**config.mk**
```make
export PLATFORM = sky130hd
export DESIGN_NAME = multilane_fnv_rotate_hash
export DESIGN_NICKNAME = d
export VERILOG_FILES = /design/src/design/mfrh_pkg.sv /design/src/design/mfrh_lane_mix.sv /design/src/design/multilane_fnv_rotate_hash.sv
export SDC_FILE = /design/constraint.sdc
export NUM_CORES = 2
export LEC_CHECK = 0
export BUFFER_PORTS_ARGS = -buffer_cell sky130_fd_sc_hd__buf_2
export CAP_MARGIN = 20
export CORE_ASPECT_RATIO = 1.2
export CORE_MARGIN = 2
export CORE_UTILIZATION = 43
export CTS_CLUSTER_DIAMETER = 200
export DETAILED_ROUTE_END_ITERATION = 7
export SLEW_MARGIN = 25
export SYNTH_ARGS = -nofsm -noshare
export SYNTH_HDL_FRONTEND = slang
export SYNTH_SLANG_ARGS = --single-unit
```
**constraint.sdc**
```tcl
create_clock -name clk_i -period 10.5 [get_ports clk_i]
set_input_delay 2.1 -clock clk_i [delete_from_list [all_inputs] [get_ports clk_i]]
set_output_delay 2.1 -clock clk_i [all_outputs]
set_load 0.05 [all_outputs]
```
**src/design/mfrh_pkg.sv**
```systemverilog
`default_nettype none

package mfrh_pkg;

  // lane geometry
  localparam int unsigned MAX_LANES  = 16;
  localparam int unsigned LANE_W     = $clog2(MAX_LANES);
  localparam int unsigned CFG_W      = 5;
  localparam int unsigned WORD_W     = 64;
  localparam int unsigned BYTE_W     = 8;
  localparam int unsigned BYTES      = WORD_W / BYTE_W;
  localparam int unsigned BYTE_IDX_W = $clog2(BYTES);
  localparam int unsigned COUNT_W    = 4;

  // a count of a full word selects the word mix
  localparam logic [COUNT_W-1:0] FULL_COUNT = COUNT_W'(BYTES);

  // hash constants
  localparam logic [WORD_W-1:0] FNV_BASIS   = 64'hCBF29CE484222325;
  localparam logic [WORD_W-1:0] GOLDEN_STEP = 64'h9E3779B97F4A7C15;

  // fnv prime 0x100000001b3 split as 2^40 + 0x1b3
  localparam int unsigned PRIME_SHIFT = 40;
  localparam int unsigned PRIME_LO_W  = 9;
  localparam logic [PRIME_LO_W-1:0] PRIME_LO = 9'h1B3;

  // word mix rotate and xor-shift amounts
  localparam int unsigned ROTL = 31;
  localparam int unsigned XSHR = 33;

  // per-lane seed: basis xor lane times golden step, mod 2^64
  function automatic logic [MAX_LANES-1:0][WORD_W-1:0] seed_table();
    logic [MAX_LANES-1:0][WORD_W-1:0] t;
    for (int i = 0; i < MAX_LANES; i++) begin
      t[i] = FNV_BASIS ^ (WORD_W'(i) * GOLDEN_STEP);
    end
    return t;
  endfunction

  localparam logic [MAX_LANES-1:0][WORD_W-1:0] LANE_SEED = seed_table();

  // mix unit control
  typedef struct packed {
    logic                  full;
    logic [BYTE_IDX_W-1:0] byte_sel;
  } mix_ctl_t;

endpackage

`default_nettype wire

```
**src/design/mfrh_lane_mix.sv**
```systemverilog
`default_nettype none

module mfrh_lane_mix import mfrh_pkg::*; (
  input  logic [WORD_W-1:0] hash_i,
  input  logic [WORD_W-1:0] data_i,
  input  mix_ctl_t          ctl_i,
  output logic [WORD_W-1:0] hash_o
);

  logic [WORD_W-1:0] mixed;
  logic [WORD_W-1:0] prod;
  logic [WORD_W-1:0] rot;
  logic [BYTE_W-1:0] sel_byte;

  // pick the byte for the fnv-1a step
  assign sel_byte = data_i[{ctl_i.byte_sel, 3'b000} +: BYTE_W];

  always_comb begin
    // xor in a whole word or one byte
    if (ctl_i.full) begin
      mixed = hash_i ^ data_i;
    end else begin
      mixed = hash_i ^ {{(WORD_W-BYTE_W){1'b0}}, sel_byte};
    end

    // multiply by the prime as shift plus a narrow product
    prod = (mixed << PRIME_SHIFT)
         + (mixed * {{(WORD_W-PRIME_LO_W){1'b0}}, PRIME_LO});

    // rotate left, then fold the high half down
    rot = {prod[WORD_W-1-ROTL:0], prod[WORD_W-1:WORD_W-ROTL]};

    if (ctl_i.full) begin
      hash_o = rot ^ (rot >> XSHR);
    end else begin
      hash_o = prod;
    end
  end

endmodule

`default_nettype wire

```
**src/design/multilane_fnv_rotate_hash.sv**
```systemverilog
`default_nettype none

// Multi-lane FNV rotate hash. Sixteen 64-bit lanes all absorb the same byte
// stream; lane_count (1..16, 0 acts as 1, larger values as 16) picks how many
// lanes are sent out as the digest on a beat with tlast set. A small microcode
// table steps one shared mix unit (xor, multiply by the FNV prime, and for a
// full word rotate and xor-shift) over the lanes, one lane per cycle for a full
// word and one byte of one lane per cycle for a partial word. An input beat
// therefore passes through fetch, the lane steps of the sweep and a test step;
// a beat with no valid byte passes through the mix step without writing a lane.
// A beat with tlast then sends one digest beat per configured lane, each held
// until taken. Reseeding on first_item clears the valid bits: the lanes read
// back their seed until rewritten. The configuration channel is always ready;
// write it only while the block is idle.
module multilane_fnv_rotate_hash import mfrh_pkg::*; (
  input  logic                 clk_i,
  input  logic                 rst_ni,
  // lane count register
  input  logic                 cfg_valid_i,
  output logic                 cfg_ready_o,
  input  logic [CFG_W-1:0]     cfg_data_i,
  // input stream
  input  logic                 s_axis_tvalid,
  output logic                 s_axis_tready,
  input  logic [71:0]          s_axis_tdata,  // data_word[63:0], valid_bytes[67:64], zero pad
  input  logic [0:0]           s_axis_tuser,  // first_item[0]
  input  logic                 s_axis_tlast,  // last_item
  // digest stream
  output logic                 m_axis_tvalid,
  input  logic                 m_axis_tready,
  output logic [WORD_W-1:0]    m_axis_tdata,  // digest_word[63:0]
  output logic [LANE_W-1:0]    m_axis_tuser,  // lane_index[3:0]
  output logic                 m_axis_tlast   // last_lane
);

  typedef enum logic [1:0] {
    ST_FETCH,
    ST_MIX,
    ST_TEST,
    ST_EMIT
  } step_e;

  typedef enum logic [1:0] {
    C_IN_BEAT,
    C_MIX_DONE,
    C_LAST,
    C_EMIT_DONE
  } cond_e;

  typedef struct packed {
    logic  take_in;
    logic  mix;
    logic  emit;
    cond_e cond;
    step_e on_true;
    step_e on_false;
  } uword_t;

  // microcode: one control word per step
  function automatic uword_t ucode(step_e s);
    uword_t w;
    case (s)
      ST_FETCH: w = '{take_in: 1'b1, mix: 1'b0, emit: 1'b0, cond: C_IN_BEAT,
                      on_true: ST_MIX,   on_false: ST_FETCH};
      ST_MIX:   w = '{take_in: 1'b0, mix: 1'b1, emit: 1'b0, cond: C_MIX_DONE,
                      on_true: ST_TEST,  on_false: ST_MIX};
      ST_TEST:  w = '{take_in: 1'b0, mix: 1'b0, emit: 1'b0, cond: C_LAST,
                      on_true: ST_EMIT,  on_false: ST_FETCH};
      ST_EMIT:  w = '{take_in: 1'b0, mix: 1'b0, emit: 1'b1, cond: C_EMIT_DONE,
                      on_true: ST_FETCH, on_false: ST_EMIT};
      default:  w = '{take_in: 1'b0, mix: 1'b0, emit: 1'b0, cond: C_IN_BEAT,
                      on_true: ST_FETCH, on_false: ST_FETCH};
    endcase
    return w;
  endfunction

  step_e                 step_q, step_d;
  logic [LANE_W-1:0]     lane_q, lane_d;
  logic [BYTE_IDX_W-1:0] byte_q, byte_d;
  logic [COUNT_W-1:0]    count_q, count_d;
  logic                  last_q, last_d;
  logic [WORD_W-1:0]     data_q, data_d;
  logic [LANE_W-1:0]     last_idx_q, last_idx_d;
  logic [MAX_LANES-1:0]  valid_q, valid_d;
  logic [WORD_W-1:0]     lane_hash_q [MAX_LANES];

  uword_t             uw;
  logic               in_beat;
  logic               out_beat;
  logic               cond_true;
  logic [COUNT_W-1:0] in_count;
  logic [COUNT_W-1:0] sat_count;
  logic               full_word;
  logic               no_bytes;
  logic               byte_end;
  logic               lane_end;
  logic               mix_done;
  logic               emit_done;
  logic               lane_wr;
  logic [WORD_W-1:0]  lane_cur;
  logic [WORD_W-1:0]  lane_new;
  mix_ctl_t           mix_ctl;

  assign uw = ucode(step_q);

  // handshakes
  assign cfg_ready_o   = 1'b1;
  assign s_axis_tready = uw.take_in;
  assign in_beat       = s_axis_tvalid & uw.take_in;
  assign m_axis_tvalid = uw.emit;
  assign out_beat      = uw.emit & m_axis_tready;

  // byte count, saturated to a full word
  assign in_count  = s_axis_tdata[WORD_W +: COUNT_W];
  assign sat_count = (in_count > FULL_COUNT) ? FULL_COUNT : in_count;

  // sweep bookkeeping
  assign full_word = (count_q == FULL_COUNT);
  assign no_bytes  = (count_q == '0);
  assign byte_end  = full_word | ({1'b0, byte_q} == (count_q - COUNT_W'(1)));
  assign lane_end  = (lane_q == LANE_W'(MAX_LANES - 1));
  assign mix_done  = no_bytes | (lane_end & byte_end);
  assign emit_done = out_beat & (lane_q == last_idx_q);
  assign lane_wr   = uw.mix & ~no_bytes;

  // jump condition
  always_comb begin
    case (uw.cond)
      C_IN_BEAT:   cond_true = in_beat;
      C_MIX_DONE:  cond_true = mix_done;
      C_LAST:      cond_true = last_q;
      C_EMIT_DONE: cond_true = emit_done;
      default:     cond_true = 1'b0;
    endcase
  end

  assign step_d = cond_true ? uw.on_true : uw.on_false;

  // lane read, unwritten lanes give their seed
  assign lane_cur = valid_q[lane_q] ? lane_hash_q[lane_q] : LANE_SEED[lane_q];

  assign mix_ctl.full     = full_word;
  assign mix_ctl.byte_sel = byte_q;

  mfrh_lane_mix u_mix (
    .hash_i (lane_cur),
    .data_i (data_q),
    .ctl_i  (mix_ctl),
    .hash_o (lane_new)
  );

  // digest output
  assign m_axis_tdata = lane_cur;
  assign m_axis_tuser = lane_q;
  assign m_axis_tlast = (lane_q == last_idx_q);

  // next-state for counters, capture and valid bits
  always_comb begin
    lane_d     = lane_q;
    byte_d     = byte_q;
    count_d    = count_q;
    last_d     = last_q;
    data_d     = data_q;
    valid_d    = valid_q;
    last_idx_d = last_idx_q;

    if (in_beat) begin
      data_d  = s_axis_tdata[WORD_W-1:0];
      count_d = sat_count;
      last_d  = s_axis_tlast;
      lane_d  = '0;
      byte_d  = '0;
      if (s_axis_tuser[0]) begin
        valid_d = '0;
      end
    end

    if (lane_wr) begin
      valid_d[lane_q] = 1'b1;
      if (byte_end) begin
        lane_d = lane_q + LANE_W'(1);
        byte_d = '0;
      end else begin
        byte_d = byte_q + BYTE_IDX_W'(1);
      end
    end

    if (out_beat) begin
      lane_d = emit_done ? '0 : lane_q + LANE_W'(1);
    end

    // lane count stored as last lane index, clamped
    if (cfg_valid_i) begin
      if (cfg_data_i == '0) begin
        last_idx_d = '0;
      end else if (cfg_data_i > CFG_W'(MAX_LANES)) begin
        last_idx_d = LANE_W'(MAX_LANES - 1);
      end else begin
        last_idx_d = LANE_W'(cfg_data_i - CFG_W'(1));
      end
    end
  end

  // sequencer and control registers
  always_ff @(posedge clk_i or negedge rst_ni) begin
    if (!rst_ni) begin
      step_q     <= ST_FETCH;
      lane_q     <= '0;
      byte_q     <= '0;
      count_q    <= '0;
      last_q     <= 1'b0;
      valid_q    <= '0;
      last_idx_q <= '0;
    end else begin
      step_q     <= step_d;
      lane_q     <= lane_d;
      byte_q     <= byte_d;
      count_q    <= count_d;
      last_q     <= last_d;
      valid_q    <= valid_d;
      last_idx_q <= last_idx_d;
    end
  end

  // payload registers
  always_ff @(posedge clk_i) begin
    data_q <= data_d;
    if (lane_wr) begin
      lane_hash_q[lane_q] <= lane_new;
    end
  end

  // digest beats never overlap input beats
  assert property (@(posedge clk_i) disable iff (!rst_ni)
    m_axis_tvalid |-> !s_axis_tready)
    else $error("digest beat offered while input is taken");

  // final digest beat ends the emission
  assert property (@(posedge clk_i) disable iff (!rst_ni)
    (m_axis_tvalid && m_axis_tready && m_axis_tlast) |=> !m_axis_tvalid)
    else $error("digest continues past last lane");

  // lane index stays within the configured count
  assert property (@(posedge clk_i) disable iff (!rst_ni)
    m_axis_tvalid |-> (m_axis_tuser <= last_idx_q))
    else $error("lane index beyond lane count");

  // byte pointer stays below the byte count in a partial sweep
  assert property (@(posedge clk_i) disable iff (!rst_ni)
    (uw.mix && !no_bytes && !full_word) |-> ({1'b0, byte_q} < count_q))
    else $error("byte pointer past valid bytes");

endmodule

`default_nettype wire
```
==> metrics.log <==
[metrics] result of the run: completed
[metrics] buffer cell driving the clock tree root: clkbuf_16
[metrics] total setup buffers inserted after CTS: 0
[metrics] gp weighted congestion: approximately 0.97
[metrics] width of the die: about 340 um
[metrics] IO Pins: around 160
[metrics] Slew Limit Headroom: between 20% and 30%
[metrics] violation count after the first detailed-routing iteration: roughly 3400
[metrics] TritonCTS Buffers: 104
[metrics] length of routed wiring on met1: 64610 um
[metrics] routed wire length on met3: ~9400 um
[metrics] synthesized netlist net count: 4189
[metrics] total number of H-tree levels: 3
[metrics] placeable core region: 133900 um^2
[metrics] most repeated cell in the gate-level netlist after synthesis: edfxtp_1
[metrics] number of synthesized flops with an enable pin: about 1100
[metrics] starting density of the core: 43.40%
[metrics] detailed route wirelength on metal2: between 80000 and 90000 um
[metrics] global-route usage over all layers: 23.79%
[metrics] Max Used Layer: met4
[metrics] final routed DRC violation total: 0
[metrics] top cells by count, synth: edfxtp_1, inv_1, mux4_2, nand2_1, ha_1
[metrics] Synth Area per Inst: roughly 16 um^2
[metrics] clock-pin slew of the registers on the worst-case setup and hold paths: roughly 60 ps
[metrics] number of buffer cells added on primary ports: 150
[metrics] Netlist Area Pre-Place: about 58000 um^2
[metrics] final critical-path share of the clock period: 92.93%
[metrics] Crit. End Element: flip-flop
[metrics] routed len/inst: between 20 and 30 um
[metrics] final hold slack: between 400 and 500 ps
[metrics] area growth from synthesis to final layout: 11.72%
[metrics] Synth warnings: 0
[metrics] share of the synthesized area in the top cell type: 56.22%
[metrics] Worst Skew: roughly 60 ps
[metrics] most area-consuming cells after synthesis: edfxtp_1, mux4_2, fa_1, ha_1, inv_1
[metrics] maximum number of pins on one net before global-route repair: a little under 80
[metrics] total vias in the final route: around 33000
[metrics] flop and latch count out of synthesis: 1122
[metrics] worst-margin pin slew: about 1200 ps
[metrics] Final Hold Viols: 0
[metrics] commonest register cell after synthesis: edfxtp_1
[metrics] WL final: 164600 um
[metrics] number of rows created at floorplan: 147
[metrics] top achievable clock speed: approximately 100 MHz
[metrics] post-CTS resize count: 0
[metrics] Setup TNS: 0 ps
[metrics] count of pins over their slew limit: 0
[metrics] total of max-cap violations: 0
[metrics] Layout fillers: between 10000 and 15000
[metrics] vias per inst: between 5 and 6
[metrics] instance count of the mapped netlist: between 3000 and 4000
[metrics] latest clock arrival within the worst-skew pair: about 700 ps
[metrics] number of nets in the layout: approximately 4400
[metrics] number of hold-repair buffers added at the cts stage: 0
[metrics] cell type with the highest aggregate area in the netlist: edfxtp_1
[metrics] aggregate global routing overflow: 0
[metrics] crit path max fanout: 26
[metrics] global-route wire length before repair: ~240000 um
[metrics] iteration count of the initial detailed-routing pass: 5
[metrics] post-route ant nets: 0
[metrics] RSZ-0062 raised after global routing: no
[metrics] clk buf depth: 3
[metrics] data arrival time of the critical path: approximately 10000 ps
[metrics] Die Y: 406.7 um
[metrics] half-perimeter wire length of the detailed placement result: around 110000 um
[metrics] required time reported for the critical path endpoint: ~11000 ps
[metrics] number of failing setup endpoints in the final timing report: 0
[metrics] type of origin of the critical path: flip-flop
[metrics] die outline area: approximately 140000 um^2
[metrics] number of distinct library cell variants in the gate-level netlist after synthesis: between 80 and 90
[metrics] clock tree from TritonCTS: built
[metrics] Sinks on Clock Net: approximately 1100
[metrics] initial antenna violation count: 5
[metrics] share of flip-flops with an asynchronous set or reset: approximately 3.0%
[metrics] path type of the worst min-delay path: flip-flop to flip-flop
[metrics] Seq/Total Area, Yosys: between 50% and 60%
[metrics] Crit Path Category: flip-flop to flip-flop
[metrics] layout cell share with drive strength beyond 1: about a fifth
[metrics] minimum period implied by the final worst setup slack: a little under 10000 ps
[metrics] vias in the first global route: 33470
[registers in the layout (all words and copies together), names as in the netlist]
signal and cells:
last_q 1, step_q 2, m_axis_tuser 4, byte_q 3
valid_q 16, last_idx_q 4, data_q 64, count_q 4
lane_hash_q 1024
[cell usage in the layout (no fill, tap or decap), drive strengths merged, types with 26 or more instances in the layout]
cell type	count
a21o	89
edfxtp	1088
fa	203
nand3	26
ha	234
mux2i	29
a21oi	129
o21ai	151
clkinv	56
clkbuf	129
buf	292
nor2	121
xor2	85
inv	360
dfrtp	34
mux4	325
xnor2	148
nand2	239
[area by class of cell]
type	instances	area [um^2]	area share (%)
inverter	358	1349	2.078
clock buffer	129	2749	4.234
sequential	1122	33530	51.66
multi-input combinational	2022	22500	34.65
clock inverter	66	528.0	0.8133
antenna	5	12.51	0.01927
timing repair buffer	292	2013	3.101
tap	1788	2237	3.446
[routing by layer]
metal  GRT usage (%)  vias to the layer above
li1                -                    14220
met3           2.685                      276
met2           40.52                     1102
met1           30.80                    17390
met5               0                        -
met4           10.81                        0
[worst max-delay path, cell delays in order (launching register included)]
cell      delay (ps)
dfrtp_4          780
mux4_1           610
mux2i_1          340
a21o_4           350
buf_4            390
nor2_1            90
a21oi_1          650
xnor2_1          280
ha_1             480
xor2_1           210
ha_1             340
fa_1             470
fa_1             490
inv_1             50
fa_1             490
inv_1             50
ha_1             440
nand2_1          100
nor3_1           390
nand3_1          230
or4_1            630
a31oi_1          370
nor2_1           120
o21bai_1         270
xor3_1           270
a21o_1           430
[worst paths after layout]
path                            slack, ps  cells past startpoint                 startpoint                            to
worst min register to register        470                      1       valid_q[2]$_DFF_PN0_          valid_q[2]$_DFF_PN0_
worst max-delay path                  740                     25  m_axis_tuser[1]$_DFF_PN0_  lane_hash_q[6][24]$_DFFE_PP_
worst min-delay path                  470                      1       valid_q[2]$_DFF_PN0_          valid_q[2]$_DFF_PN0_
min in group asynchronous            1480                      1                     rst_ni            last_q$_DFFE_PN0P_
max in group asynchronous            8410                      1                     rst_ni     m_axis_tuser[1]$_DFF_PN0_
worst max register to register        740                     25  m_axis_tuser[1]$_DFF_PN0_  lane_hash_q[6][24]$_DFFE_PP_
[logic make-up (layout without fill, tap and decap cells)]
family	Yosys count	in the layout	synth area share [%]
other cells	1	6	0.006453
xor+xnor	240	240	3.839
compound gates	486	486	5.239
buf+inv	524	845	3.897
flops	1122	1122	57.69
simple gates	478	478	3.583
fa+ha+maj	442	442	12.12
mux	375	375	13.63
[through the flow]
stage | utilization, % | instances | setup WS (ps) | instance area [um^2]
detailed placement | 46.02 | 5582 | 789.6 | 61630
global placement | 45.91 | 5576 | 727.3 | 61470
CTS | 48.47 | 5777 | 759.5 | 64900
global route | 48.48 | 5779 | 234.6 | 64910
floorplan | - | 3668 | 1186 | 58110
finish | 48.48 | 5782 | 742.4 | 64920
Power is left out: the tool's default activity adds up to more than one toggle a clock period on the data nets, which glitch-free logic cannot reach.
